===== config.mk =====
export PLATFORM = sky130hd
export DESIGN_NAME = ber_div
export DESIGN_NICKNAME = d
export VERILOG_FILES = /design/src/rtl/assert_macros.svh /design/src/rtl/ber_pkg.sv /design/src/rtl/ber_div.sv
export SDC_FILE = /design/constraint.sdc
export NUM_CORES = 1
export LEC_CHECK = 0
export BUFFER_PORTS_ARGS = -buffer_cell sky130_fd_sc_hd__buf_2
export CAP_MARGIN = 40
export CORE_MARGIN = 2
export CORE_UTILIZATION = 35
export CTS_BUF_LIST = sky130_fd_sc_hd__clkbuf_4
export DETAILED_ROUTE_END_ITERATION = 10
export PLACE_DENSITY_LB_ADDON = 0.2
export SYNTH_ARGS = -nofsm -noshare
export SYNTH_HDL_FRONTEND = slang
export SYNTH_SLANG_ARGS = --single-unit

===== constraint.sdc =====
create_clock -name clock -period 3 [get_ports clock]
set_clock_uncertainty 0.2 [all_clocks]
set_input_delay 0.3 -clock clock [delete_from_list [all_inputs] [get_ports clock]]
set_output_delay 0.3 -clock clock [all_outputs]
set_load 0.03 [all_outputs]

===== src/rtl/assert_macros.svh =====
// Assertion macros for the RTL of the bit error rate counter.
// Depends on nothing; compiled away when SYNTHESIS is defined.
`ifndef ASSERT_MACROS_SVH
`define ASSERT_MACROS_SVH

`ifndef SYNTHESIS

`define ASSERT_PROP(lbl, clk, rst, prop) \
   lbl: assert property (@(posedge clk) disable iff (rst) prop) \
      else $error("assertion failed");

`define ASSERT_NEVER(lbl, clk, rst, expr) \
   lbl: assert property (@(posedge clk) disable iff (rst) !(expr)) \
      else $error("forbidden condition seen");

`else

`define ASSERT_PROP(lbl, clk, rst, prop)

`define ASSERT_NEVER(lbl, clk, rst, expr)

`endif

`endif


===== src/rtl/ber_pkg.sv =====
// Types, constants and helper functions of the bit error rate counter.
// Depends on nothing; used by every module of the block but the RAM.
`default_nettype none

package ber_pkg;

   localparam int BER_MAX_REFERENCE = 2048;
   localparam int LEN_W             = 12;
   localparam int POS_W             = 11;
   localparam int BYTE_W            = 8;
   localparam int OUT_W             = 15;
   localparam int RATE_W            = 17;
   localparam int RATE_SHIFT        = 16;
   localparam int RATE_ONE          = 65536;
   localparam int BYTE_SHIFT        = 3;

   localparam logic CMD_WRITE  = 1'b0;
   localparam logic CMD_PACKET = 1'b1;

   typedef struct packed {
      logic              command;
      logic [POS_W-1:0]  position;
      logic [BYTE_W-1:0] data_byte;
      logic              last;
   } ber_req_type;

   typedef struct packed {
      logic [OUT_W-1:0]  error_bits;
      logic [OUT_W-1:0]  compared_bits;
      logic [RATE_W-1:0] error_rate;
      logic              empty_res;
   } ber_rsp_type;

   typedef enum logic [2:0] {
      ST_IDLE,
      ST_READ,
      ST_LOAD,
      ST_DIV,
      ST_OUT
   } ber_state_type;

   function automatic logic [3:0] ber_popcount(input logic [BYTE_W-1:0] v);
      logic [3:0] n;
      n = '0;
      for (int i = 0; i < BYTE_W; i++) begin
         n = n + 4'(v[i]);
      end
      return n;
   endfunction

endpackage

`default_nettype wire


===== src/rtl/ber_div.sv =====
// Restoring divider, one quotient bit per cycle, for the error rate.
// Depends on ber_pkg.
`default_nettype none

module ber_div
   import ber_pkg::*;
#(
   parameter int DVD_W = 31,
   parameter int DVS_W = 15
) (
   input  wire logic              clock,
   input  wire logic              reset,
   input  wire logic              start,
   input  wire logic [DVD_W-1:0]  dividend,
   input  wire logic [DVS_W-1:0]  divisor,
   output logic                   done,
   output logic      [RATE_W-1:0] quotient
);

   localparam int CNT_W = $clog2(DVD_W + 1);

   logic             active_ff, active_in;
   logic             done_ff, done_in;
   logic [CNT_W-1:0] step_ff, step_in;
   logic [DVD_W-1:0] dvd_ff, dvd_in;
   logic [DVS_W-1:0] rem_ff, rem_in;
   logic [DVS_W-1:0] dvs_ff, dvs_in;
   logic [DVS_W:0]   trial;
   logic [DVS_W:0]   diff;
   logic             fits;

   always_comb begin
      trial = {rem_ff, dvd_ff[DVD_W-1]};
      diff  = trial - {1'b0, dvs_ff};
      fits  = (trial >= {1'b0, dvs_ff});
   end

   always_comb begin
      active_in = active_ff;
      done_in   = 1'b0;
      step_in   = step_ff;
      dvd_in    = dvd_ff;
      rem_in    = rem_ff;
      dvs_in    = dvs_ff;
      if (start) begin
         active_in = 1'b1;
         step_in   = '0;
         dvd_in    = dividend;
         rem_in    = '0;
         dvs_in    = divisor;
      end else if (active_ff) begin
         dvd_in  = {dvd_ff[DVD_W-2:0], fits};
         rem_in  = fits ? diff[DVS_W-1:0] : trial[DVS_W-1:0];
         step_in = step_ff + 1'b1;
         if (step_ff == CNT_W'(DVD_W - 1)) begin
            active_in = 1'b0;
            done_in   = 1'b1;
         end
      end
   end

   always_ff @(posedge clock) begin
      if (reset) begin
         active_ff <= 1'b0;
         done_ff   <= 1'b0;
      end else begin
         active_ff <= active_in;
         done_ff   <= done_in;
      end
      step_ff <= step_in;
      dvd_ff  <= dvd_in;
      rem_ff  <= rem_in;
      dvs_ff  <= dvs_in;
   end

   assign done     = done_ff;
   assign quotient = dvd_ff[RATE_W-1:0];

endmodule

`default_nettype wire


## Word level (Yosys, flattened, before mapping)

Index checks and enable logic that the tools add are counted.

- Flip-flop bits (word level): 68
- Latch bits: 0
- Memory bits (writable): 0
- Bits in read-only memories: 0
- Output and inout bits: 18
- Word-level logic and storage cells: 20
- Memories: 0

- Add/subtract/negate cells: 2
- Multiply operators: 0
- Div/mod/pow operators: 0
- Magnitude comparators: 1
- Equal/unequal tests: 1
- Shift-type cells: 0
- Multiplexer cells: 7
- Bitwise logic cells: 1
- Reduce and logical (&&, ||, !) cells: 2

Operator list:

| cell | number |
|---|---|
| two-way mux 31 bit | 2 |
| >= comparator 16 x 15 -> 1 bit | 1 |
| two-way mux 15 bit | 1 |
| subtractor 15 bit | 1 |
| adder 5 x 1 -> 5 bit, second input constant | 1 |
| == test 5 bit, second input constant | 1 |
| two-way mux 1 bit | 4 |
| OR reduction 3 bit | 1 |
| nonzero test 2 bit | 1 |
| NOT 1 bit | 1 |

## Longest topological paths before layout

Gate-level depths: netlist (run 1).

- Depth in word-level cells: 4
- Depth in mapped cells: 10
- Depth with buffers taken out: 9

## Least setup slack after synthesis (run 1)

OpenSTA, ideal clock, no wires.

- Kind: register -> register
- Start: reg dvs_ff[0]
- End: reg rem_ff[3]
- Data arrival time: 2.197 ns
- Data required time: 2.709 ns
- Path slack: 0.512 ns
- Cell stages (with the launch flop): 9
- Path buffers: 0
- Clock period less this slack: 2.488 ns
- Cells stage by stage: edfxtp_1 ha_1 fa_1 and2b_1 o21bai_4 a31oi_4 o21ai_2 or3_1 a311oi_1

- Cells in the longest elaborated chain, start to end: 2
- Elaborated cells between the ends (all ways): 3

RTL lines:

| what | line | source |
|---|---|---|
| start, declared | ber_div.sv:27 | `logic [DVS_W-1:0] dvs_ff, dvs_in;` |
| start signal, assigned | ber_div.sv:73 | `dvs_ff <= dvs_in;` |
| subtractor 15 bit or >= comparator 16 x 15 -> 1 bit (tied branches) | ber_div.sv:34, ber_div.sv:35 |  |
| two-way mux 15 bit * | ber_div.sv:53 | `rem_in = fits ? diff[DVS_W-1:0] : trial[DVS_W-1:0];` |
| end signal, assigned | ber_div.sv:72 | `rem_ff <= rem_in;` |
| end, declared | ber_div.sv:26 | `logic [DVS_W-1:0] rem_ff, rem_in;` |

Mark *: on every way between the ends. The rest lies on a longest branch, timed or not.
A chain may end at the register's enable or synchronous reset.

## Worst setup path in the final report (run 1)

- Start: reg dvd_ff[30]
- End: reg rem_ff[13]

- Cells in the longest elaborated chain, start to end: 2
- Elaborated cells between the ends (all ways): 3

RTL lines:

| what | line | source |
|---|---|---|
| start, declared | ber_div.sv:25 | `logic [DVD_W-1:0] dvd_ff, dvd_in;` |
| start signal, assigned | ber_div.sv:71 | `dvd_ff <= dvd_in;` |
| subtractor 15 bit or >= comparator 16 x 15 -> 1 bit (tied branches) | ber_div.sv:34, ber_div.sv:35 |  |
| two-way mux 15 bit * | ber_div.sv:53 |  |

Marks and branches as above.

==> impl_metrics.csv, run 1 <==
group,metric,value,unit
sta,drv_slew,0,
critical_path,startpoint_type,"flip-flop",
floorplan,core,0.0102,mm^2
floorplan,die_w,106,um
pwr,p_leak,1.91,nW
critical_path,critical_path_class,"reg -> reg",
global_route,track_usage,13.7,%
placed_design,dp_slack,0.184,ns
worst_hold_path,holdPathEnd,"rem_ff[7]",
global_route,grt_max_degree,43,
critical_path,crit_path_max_fanout,13,
detailed_routing,wl_per_cell,13.1,um
detailed_routing,dr.first_iter.drc_count,65,
clocking,clkLatencyLatePin,0.42,ns
critical_path,cpMaxStageDelayCell,"fa_1",
global_route,antenna_found_initial,0,
cells_and_area,area_growth,27.8,%
critical_path,cp.arrival,2.97,ns
floorplan,ioPinCount,67,
clocking,cts_root_buffer,"clkbuf_4",
run,drv_cap,0,
pwr,p_per_area,463,mW/mm^2
logic_synthesis,syn_area,0.00362,mm^2
logic_synthesis,synthArstFlopShare,0,%
logic_synthesis,synth_common_cells,"edfxtp_1, mux2_2, nor2_1",
global_route,grt_pass1_wl,12.2,mm
placed_design,numPortBuffers,66,
detailed_routing,drc,0,
cells_and_area,num_antenna_cells,0,
clocking,cts_buffer_depth,2,
sta,rsz0062_at_grt,"no",
clocking,post_cts_buffers,0,
floorplan,start_util,35.6,%
logic_synthesis,synth_area_leaders,"edfxtp_1, dfxtp_1, mux2_2, ha_1, buf_4",
worst_hold_path,whs_path_depth,2,
detailed_routing,detail-route-antenna-nets,0,
detailed_routing,totalWireLength,7.40,mm
logic_synthesis,yosysWarnings,0,
sta,fin_tns_setup,0,ns
logic_synthesis,synth_top_area_cell,"edfxtp_1",
clocking,cts_tree,"built",
global_route,overflow,0,
cells_and_area,drive_above_1_share,28.8,%
detailed_routing,viasPerCell,4.72,
clocking,h-tree-depth,3,
critical_path,rr_worst_depth,10,
status,status,"finished clean",
detailed_routing,dr.pass1.iters,5,
critical_path,crit_required,3.18,ns
logic_synthesis,ys_types,49,
clocking,path_clk_slew,0.12,ns
sta,hold_violations,0,
sta,whs,0.291,ns
sta,fin_ws,0.205,ns
critical_path,timing.rr.end,"rem_ff[13]",
sta,worstMarginPinSlew,0.526,ns
logic_synthesis,synth_top_area_share,38.1,%
detailed_routing,dr_total_vias,2673,
floorplan,die_area,0.0112,mm^2
placed_design,dpl_cell_area,0.00401,mm^2
clocking,clock-sinks,68,
sta,min_period,2.80,ns
placed_design,hpwlAfterDp,5.12,mm
logic_synthesis,synth_edf_count,46,
logic_synthesis,ys.flop_type,"edfxtp_1",
sta,slew_headroom,65.0,%
clocking,cts_buffers,9,
floorplan,fp-row-count,37,
critical_path,crit_path_end_kind,"flip-flop",
logic_synthesis,synth_nets,386,
cells_and_area,design_area,0.00463,mm^2
worst_hold_path,hp-start,"rem_ff[6]",
critical_path,crit_chain,"inv_1 > ha_1 > fa_1 > and2b_1 > o21bai_4 > a31oi_4 > o21ai_4 > buf_4 > a2111oi_1 > a21o_1",
sta,clock.fmax,358,MHz
logic_synthesis,syn_inst,319,
logic_synthesis,avgSynthCellArea,11.4,um^2
critical_path,reg2reg_setup_slack,0.20,ns
critical_path,max_stage_delay,0.41,ns
logic_synthesis,ys_ff_latch,68,
logic_synthesis,synth.most_common_cell,"edfxtp_1",
sta,period_share,93.2,%
cells_and_area,fillers,992,
cells_and_area,layout.nets,492,
critical_path,r2r-start,"dvd_ff[30]",
floorplan,die_h,106,um
pwr,ir_drop,0.181,mV
placed_design,place_congestion,0.814,
sta,setup_violations,0,
global_route,grt_pass1_vias,2666,
worst_hold_path,hold_path_class,"reg -> reg",
logic_synthesis,yosysSeqAreaShare,50.3,%
-- cell usage in the layout, fill, tap and decap left out, types with 3 or more instances in the layout --
| cell type | n |
|---|---|
| buf_2 | 66 |
| dlygate4sd3_1 | 48 |
| edfxtp_1 | 46 |
| mux2_2 | 32 |
| nor2_1 | 30 |
| inv_1 | 22 |
| dfxtp_1 | 22 |
| ha_1 | 17 |
| nand2_1 | 15 |
| o21ai_0 | 13 |
| clkbuf_4 | 9 |
| a21oi_1 | 8 |
| nand4_1 | 7 |
| buf_4 | 7 |
| o21a_1 | 6 |
| xor2_1 | 6 |
| a211oi_1 | 6 |
| xnor2_1 | 5 |
| nor3_1 | 5 |
| nand3_1 | 4 |
| a32oi_1 | 4 |
| o31ai_1 | 4 |
| mux2i_1 | 4 |
| nand2b_1 | 3 |
-- stage by stage --
stage          util [%]  std cells  power, mW
4_1_cts            45.4        566       2.18
5_1_grt            45.5        566       2.26
3_3_place_gp       39.3        502       1.52
3_5_place_dp       39.3        502       1.52
2_1_floorplan         -        319       1.44
6_report           45.5        566       2.14
-- metal layers --
layer / global-route usage, % / vias to the layer above / share of wire (%)
met5: 0 / - / 0
met4: 6.77 / 0 / 1.9
met3: 2.54 / 11 / 3.2
met2: 22.1 / 45 / 46
met1: 17.6 / 1239 / 49
li1: - / 1378 / -
-- state kept, by name, indices dropped and copies added (netlist names) --
| name | flops |
|---|---|
| rem_ff | 15 |
| dvd_ff | 31 |
| step_ff | 5 |
| active_ff | 1 |
| dvs_ff | 15 |
| done | 1 |
-- report_power, final --
part	total [mW]	internal [mW]	switching, mW
combinational	0.433	0.204	0.228
sequential	1.12	1.09	0.0315
clock	0.594	0.250	0.345
-- worst max-delay path: cells and delay by family (launching register included) --
| kind | cells | cell delay (ns) |
|---|---|---|
| AOI/OAI and AO/OA | 5 | 1.03 |
| adders and majority gates | 2 | 0.64 |
| buffers and inverters | 2 | 0.26 |
| DFF | 1 | 0.35 |
| and+or+nand+nor | 1 | 0.27 |
-- worst max path at each step --
stage	endpoint	startpoint	slack, ns	cells after the start
3_3_place_gp	rem_ff[13]	dvd_ff[30]	0.24	10
4_1_cts	rem_ff[13]	dvd_ff[30]	0.11	10
5_1_grt	rem_ff[13]	dvd_ff[30]	0.02	10
6_report	rem_ff[13]	dvd_ff[30]	0.20	10
3_5_place_dp	rem_ff[13]	dvd_ff[30]	0.18	10
2_1_floorplan	rem_ff[3]	dvs_ff[0]	0.51	8
-- cell type report --
type                       instances  area, um^2  area share [%]
timing repair buffer             121         863            18.6
sequential                        68        1820            39.3
clock buffer                       9        67.6            1.46
multi-input combinational        203        1560            33.6
inverter                          22        82.6            1.78
tap                              136         170            3.67
clock inverter                     7        67.6            1.46
-- cell families after synthesis --
family	synth area share, %
xor+xnor	2.66
compound gates	13.3
flops	50.3
fa+ha+maj	6.42
simple gates	9.39
mux	11.0
buf+inv	6.97
-- repair_timing --
item / CTS / global route
hold buffers: 48 / 0
endpoints found under the hold margin: 49 / 0
setup endpoints to repair: 0 / 3
resized for setup: 0 / 1
(Power assumes the default switching activity.)
==> run 2, diff against run 1 <==
--- a/config.mk
+++ b/config.mk
@@ -12,6 +12,7 @@
 export CTS_BUF_LIST = sky130_fd_sc_hd__clkbuf_4
 export DETAILED_ROUTE_END_ITERATION = 10
 export PLACE_DENSITY_LB_ADDON = 0.2
+export REMOVE_ABC_BUFFERS = 1
 export SYNTH_ARGS = -nofsm -noshare
 export SYNTH_HDL_FRONTEND = slang
 export SYNTH_SLANG_ARGS = --single-unit
==> impl_metrics.csv, run 2 (synthesis gave the netlist of run 1 again) <==
group,metric,value,unit
status,status,"finished clean",
floorplan,die_w,106,um
sta,rsz0062_at_grt,"no",
global_route,overflow,0,
clocking,cts_tree,"built",
floorplan,die_area,0.0112,mm^2
placed_design,hpwlAfterDp,5.01,mm
clocking,cts_buffers,9,
detailed_routing,viasPerCell,4.75,
cells_and_area,layout_common_cells,"buf_2, dlygate4sd3_1, edfxtp_1",
floorplan,die_h,106,um
critical_path,critical_path_class,"reg -> reg",
detailed_routing,dr.pass1.iters,4,
pwr,p_leak,1.92,nW
sta,drv_slew,0,
sta,clock.fmax,361,MHz
global_route,busiest_layer,"met2",
cells_and_area,largest_register_ffs,31,
cells_and_area,design_area,0.00464,mm^2
global_route,use_met3,4.76,%
sta,worstMarginPinSlew,0.548,ns
cells_and_area,area_growth,28.1,%
clocking,path_clk_slew,0.13,ns
critical_path,crit_path_max_fanout,8,
clocking,clkLatencyLatePin,0.41,ns
clocking,cts_root_buffer,"clkbuf_4",
placed_design,dpl_cell_area,0.00403,mm^2
pwr,combPwrFrac,19.9,%
pwr,internal-power,1.55,mW
floorplan,start_util,35.6,%
global_route,use_met2,22.5,%
clocking,h-tree-depth,3,
pwr,power.share.sequential,51.4,%
global_route,grt_pass1_wl,12.3,mm
critical_path,crit_required,3.11,ns
global_route,track_usage,13.9,%
global_route,grt_use_met1,17.8,%
detailed_routing,dr.first_iter.drc_count,105,
floorplan,core,0.0102,mm^2
cells_and_area,layout.nets,492,
detailed_routing,dr_total_vias,2691,
sta,setup_violations,0,
detailed_routing,drc,0,
pwr,ir_drop,0.277,mV
clocking,post_cts_buffers,0,
detailed_routing,totalWireLength,7.44,mm
sta,whs,0.170,ns
global_route,grt_max_degree,62,
cells_and_area,reg_top3,"dvd_ff: 31 flops, dvs_ff: 15 flops, rem_ff: 15 flops",
global_route,grt_pass1_vias,2686,
pwr,swShare,28.7,%
clocking,cts_buffer_depth,2,
cells_and_area,fillers,963,
critical_path,startpoint_type,"flip-flop",
critical_path,crit_path_end_kind,"flip-flop",
global_route,antenna_found_initial,0,
placed_design,place_congestion,0.790,
pwr,p_per_area,468,mW/mm^2
cells_and_area,num_antenna_cells,0,
placed_design,dp_slack,0.244,ns
worst_hold_path,hold_path_class,"in -> reg",
placed_design,numPortBuffers,66,
run,drv_cap,0,
clocking,clock-sinks,68,
floorplan,fp-row-count,37,
critical_path,cp.arrival,2.88,ns
cells_and_area,layout_commonest_cell,"buf_2",
sta,min_period,2.77,ns
sta,fin_ws,0.230,ns
sta,hold_violations,0,
cells_and_area,drive_above_1_share,29.5,%
detailed_routing,wl_per_cell,13.1,um
cells_and_area,regMostFlops,"dvd_ff",
sta,period_share,92.3,%
floorplan,ioPinCount,67,
pwr,clkPwrFrac,28.6,%
pwr,net-switching-power,0.624,mW
sta,fin_tns_setup,0,ns
sta,slew_headroom,63.3,%
detailed_routing,detail-route-antenna-nets,0,
-- run 2: changes by cell type in the layout (fill, tap and decap cells not counted) --
cell	delta
clkinv_1	-2
o21ai_4	-1
o21ai_2	+1
clkinv_4	+2
dlygate4sd3_1	-1
buf_12	+1
-- run 2: power groups by stage --
| stage | Clock (mW) | Combinational, mW | Sequential [mW] |
|---|---|---|---|
| 6_report | 0.621 | 0.433 | 1.12 |
| 5_1_grt | 0.678 | 0.478 | 1.13 |
| 4_1_cts | 0.651 | 0.435 | 1.12 |
| 3_5_place_dp | 0 | 0.387 | 1.14 |
| 3_3_place_gp | 0 | 0.385 | 1.14 |
| 2_1_floorplan | 0 | 0.211 | 1.18 |
-- run 2: per-layer routing --
layer | vias to the layer above | wire (um)
li1 | 1380 | -
met1 | 1245 | 3460
met2 | 64 | 3540
met3 | 2 | 400
met4 | 0 | 31
met5 | - | 0
-- run 2: path summary, 6_finish.rpt --
check	startpoint	end	slack, ns	depth (start not counted)
worst min-delay path	start	step_ff[4]	0.17	3
worst min register to register	rem_ff[14]	rem_ff[14]	0.29	2
worst max-delay path	dvs_ff[0]	rem_ff[5]	0.23	9
worst max register to register	dvs_ff[0]	rem_ff[5]	0.23	9
-- run 2: layout make-up --
type	count	area (um^2)	share of cell area (%)
Multi-Input combinational cell	203	1550	33.4
Clock inverter	7	77.6	1.67
Timing Repair Buffer	121	873	18.8
Tap cell	136	170	3.66
Sequential cell	68	1820	39.2
Clock buffer	9	67.6	1.46
Inverter	22	82.6	1.78
-- run 2: what timing repair did --
item,in CTS,in global routing
hold buffers,47,0
hold endpoints to repair,48,0
gates resized for setup,0,0
-- run 2: through the flow --
stage          util [%]  power, mW  std cells
2_1_floorplan         -       1.40        293
3_3_place_gp       39.5       1.52        503
3_5_place_dp       39.5       1.52        503
4_1_cts            45.6       2.21        566
5_1_grt            45.6       2.28        566
6_report           45.6       2.17        566
-- run 2: critical path: stages (launching register included) --
cell      delay [ns]
edfxtp_1        0.39
ha_1            0.22
fa_1            0.41
and2b_1         0.27
o21bai_4        0.09
a31oi_4         0.24
o21ai_2         0.18
buf_4           0.20
or2_2           0.27
o211a_1         0.21
==> run 3, diff against run 2 <==
--- a/config.mk
+++ b/config.mk
@@ -8,7 +8,7 @@
 export BUFFER_PORTS_ARGS = -buffer_cell sky130_fd_sc_hd__buf_2
 export CAP_MARGIN = 40
 export CORE_MARGIN = 2
-export CORE_UTILIZATION = 35
+export CORE_UTILIZATION = 55
 export CTS_BUF_LIST = sky130_fd_sc_hd__clkbuf_4
 export DETAILED_ROUTE_END_ITERATION = 10
 export PLACE_DENSITY_LB_ADDON = 0.2
==> impl_metrics.csv, run 3 (synthesis gave the netlist of run 1 again) <==
group,metric,value,unit
floorplan,start_util,57.1,%
run,drv_cap,0,
global_route,antenna_found_initial,0,
placed_design,numPortBuffers,66,
cells_and_area,layout.nets,491,
critical_path,cp.arrival,2.90,ns
global_route,grt_pass1_vias,2747,
detailed_routing,dr_total_vias,2756,
sta,clock.fmax,358,MHz
detailed_routing,drc,0,
critical_path,reg2reg_setup_slack,0.20,ns
global_route,overflow,0,
cells_and_area,drive_above_1_share,29.1,%
pwr,p_per_area,502,mW/mm^2
critical_path,startpoint_type,"flip-flop",
floorplan,die_area,0.00726,mm^2
detailed_routing,dr.first_iter.drc_count,151,
critical_path,crit_path_end_kind,"flip-flop",
global_route,grt_max_degree,62,
sta,fin_tns_setup,0,ns
critical_path,crit_end,"rem_ff[5]",
status,status,"finished clean",
floorplan,die_h,85.2,um
sta,whs,0.183,ns
cells_and_area,regMostFlops,"dvd_ff",
placed_design,dp_slack,0.219,ns
clocking,h-tree-depth,3,
floorplan,ioPinCount,67,
detailed_routing,totalWireLength,7.60,mm
clocking,clock-sinks,68,
sta,min_period,2.80,ns
placed_design,place_congestion,0.835,
sta,hold_violations,0,
pwr,power,2.31,mW
clocking,cts_buffers,9,
cells_and_area,fillers,445,
placed_design,hpwlAfterDp,4.84,mm
floorplan,die_w,85.2,um
sta,rsz0062_at_grt,"no",
global_route,grt_pass1_wl,12.5,mm
floorplan,core,0.00635,mm^2
worst_hold_path,whs_path_depth,3,
pwr,ir_drop,0.362,mV
critical_path,r2r-start,"dvs_ff[0]",
sta,drv_slew,0,
critical_path,crit_required,3.11,ns
critical_path,startpoint,"dvs_ff[0]",
clocking,cts_root_buffer,"clkbuf_4",
global_route,track_usage,21.9,%
cells_and_area,area_growth,27.2,%
sta,worstMarginPinSlew,0.731,ns
sta,period_share,93.2,%
detailed_routing,dr.pass1.iters,4,
cells_and_area,largest_register_ffs,31,
worst_hold_path,hold_path_class,"in -> reg",
sta,slew_headroom,51.1,%
cells_and_area,reg_top3,"dvd_ff: 31 flops, dvs_ff: 15 flops, rem_ff: 15 flops",
critical_path,rr_worst_depth,9,
critical_path,critical_path_class,"reg -> reg",
detailed_routing,detail-route-antenna-nets,0,
detailed_routing,wl_per_cell,15.0,um
sta,setup_violations,0,
clocking,cts_tree,"built",
critical_path,crit_path_max_fanout,11,
cells_and_area,layout_commonest_cell,"buf_2",
detailed_routing,viasPerCell,5.44,
critical_path,timing.rr.end,"rem_ff[5]",
clocking,clkLatencyLatePin,0.40,ns
cells_and_area,layout_common_cells,"buf_2, dlygate4sd3_1, edfxtp_1",
sta,fin_ws,0.203,ns
clocking,path_clk_slew,0.11,ns
pwr,p_leak,1.94,nW
floorplan,fp-row-count,29,
clocking,post_cts_buffers,0,
clocking,cts_buffer_depth,2,
## run 3: worst min-delay path by stage
stage,startpoint,to,slack (ns)
6_report,start,step_ff[2],0.18
5_1_grt,start,step_ff[3],0.17
4_1_cts,start,step_ff[2],0.17
3_5_place_dp,rem_ff[14],rem_ff[14],0.27
3_3_place_gp,rem_ff[14],rem_ff[14],0.26
2_1_floorplan,start,rem_ff[3],0.17
## run 3: stage by stage
step | instances | instance area, um^2 | util [%]
finish | 507 | 4610 | 72.6
floorplan | 293 | 3450 | -
CTS | 506 | 4600 | 72.5
global placement | 442 | 3940 | 62.0
global route | 506 | 4610 | 72.6
detailed placement | 443 | 3950 | 62.2
## run 3: cell type report
type / count / area, um^2 / share of cell area, %
Antenna cell: 1 / 2.50 / 0.0543
Clock buffer: 9 / 67.6 / 1.47
Clock inverter: 7 / 115 / 2.50
Inverter: 22 / 82.6 / 1.79
Multi-Input combinational cell: 203 / 1560 / 33.7
Sequential cell: 68 / 1820 / 39.5
Tap cell: 77 / 96.3 / 2.09
Timing Repair Buffer: 120 / 870 / 18.9
## run 3: critical path, cell delays in order, from the launching register on
cell	delay, ns
edfxtp_1	0.39
ha_1	0.22
fa_1	0.40
and2b_1	0.28
o21bai_4	0.09
a31oi_4	0.23
o21ai_2	0.20
buf_6	0.20
or2_2	0.27
o211a_1	0.22
## run 3: report_power, final
group | leakage [nW] | total (mW) | internal [mW] | switching (mW)
combinational | 1.21 | 0.436 | 0.205 | 0.231
clock | 0.0952 | 0.755 | 0.420 | 0.336
sequential | 0.638 | 1.12 | 1.09 | 0.0353
## run 3: per-layer routing
| metal | up-vias | track usage [%] | wire length [um] |
|---|---|---|---|
| li1 | 1372 | - | - |
| met1 | 1305 | 28.4 | 3460 |
| met2 | 69 | 35.4 | 3690 |
| met3 | 10 | 5.54 | 334 |
| met4 | 0 | 8.37 | 113 |
| met5 | - | 0 | 0 |
## run 3: timing repair
item,4_1_cts,5_1_grt
gates resized for setup,0,1
endpoints found under the hold margin,48,0
setup endpoints to repair,0,1
hold buffers,47,0
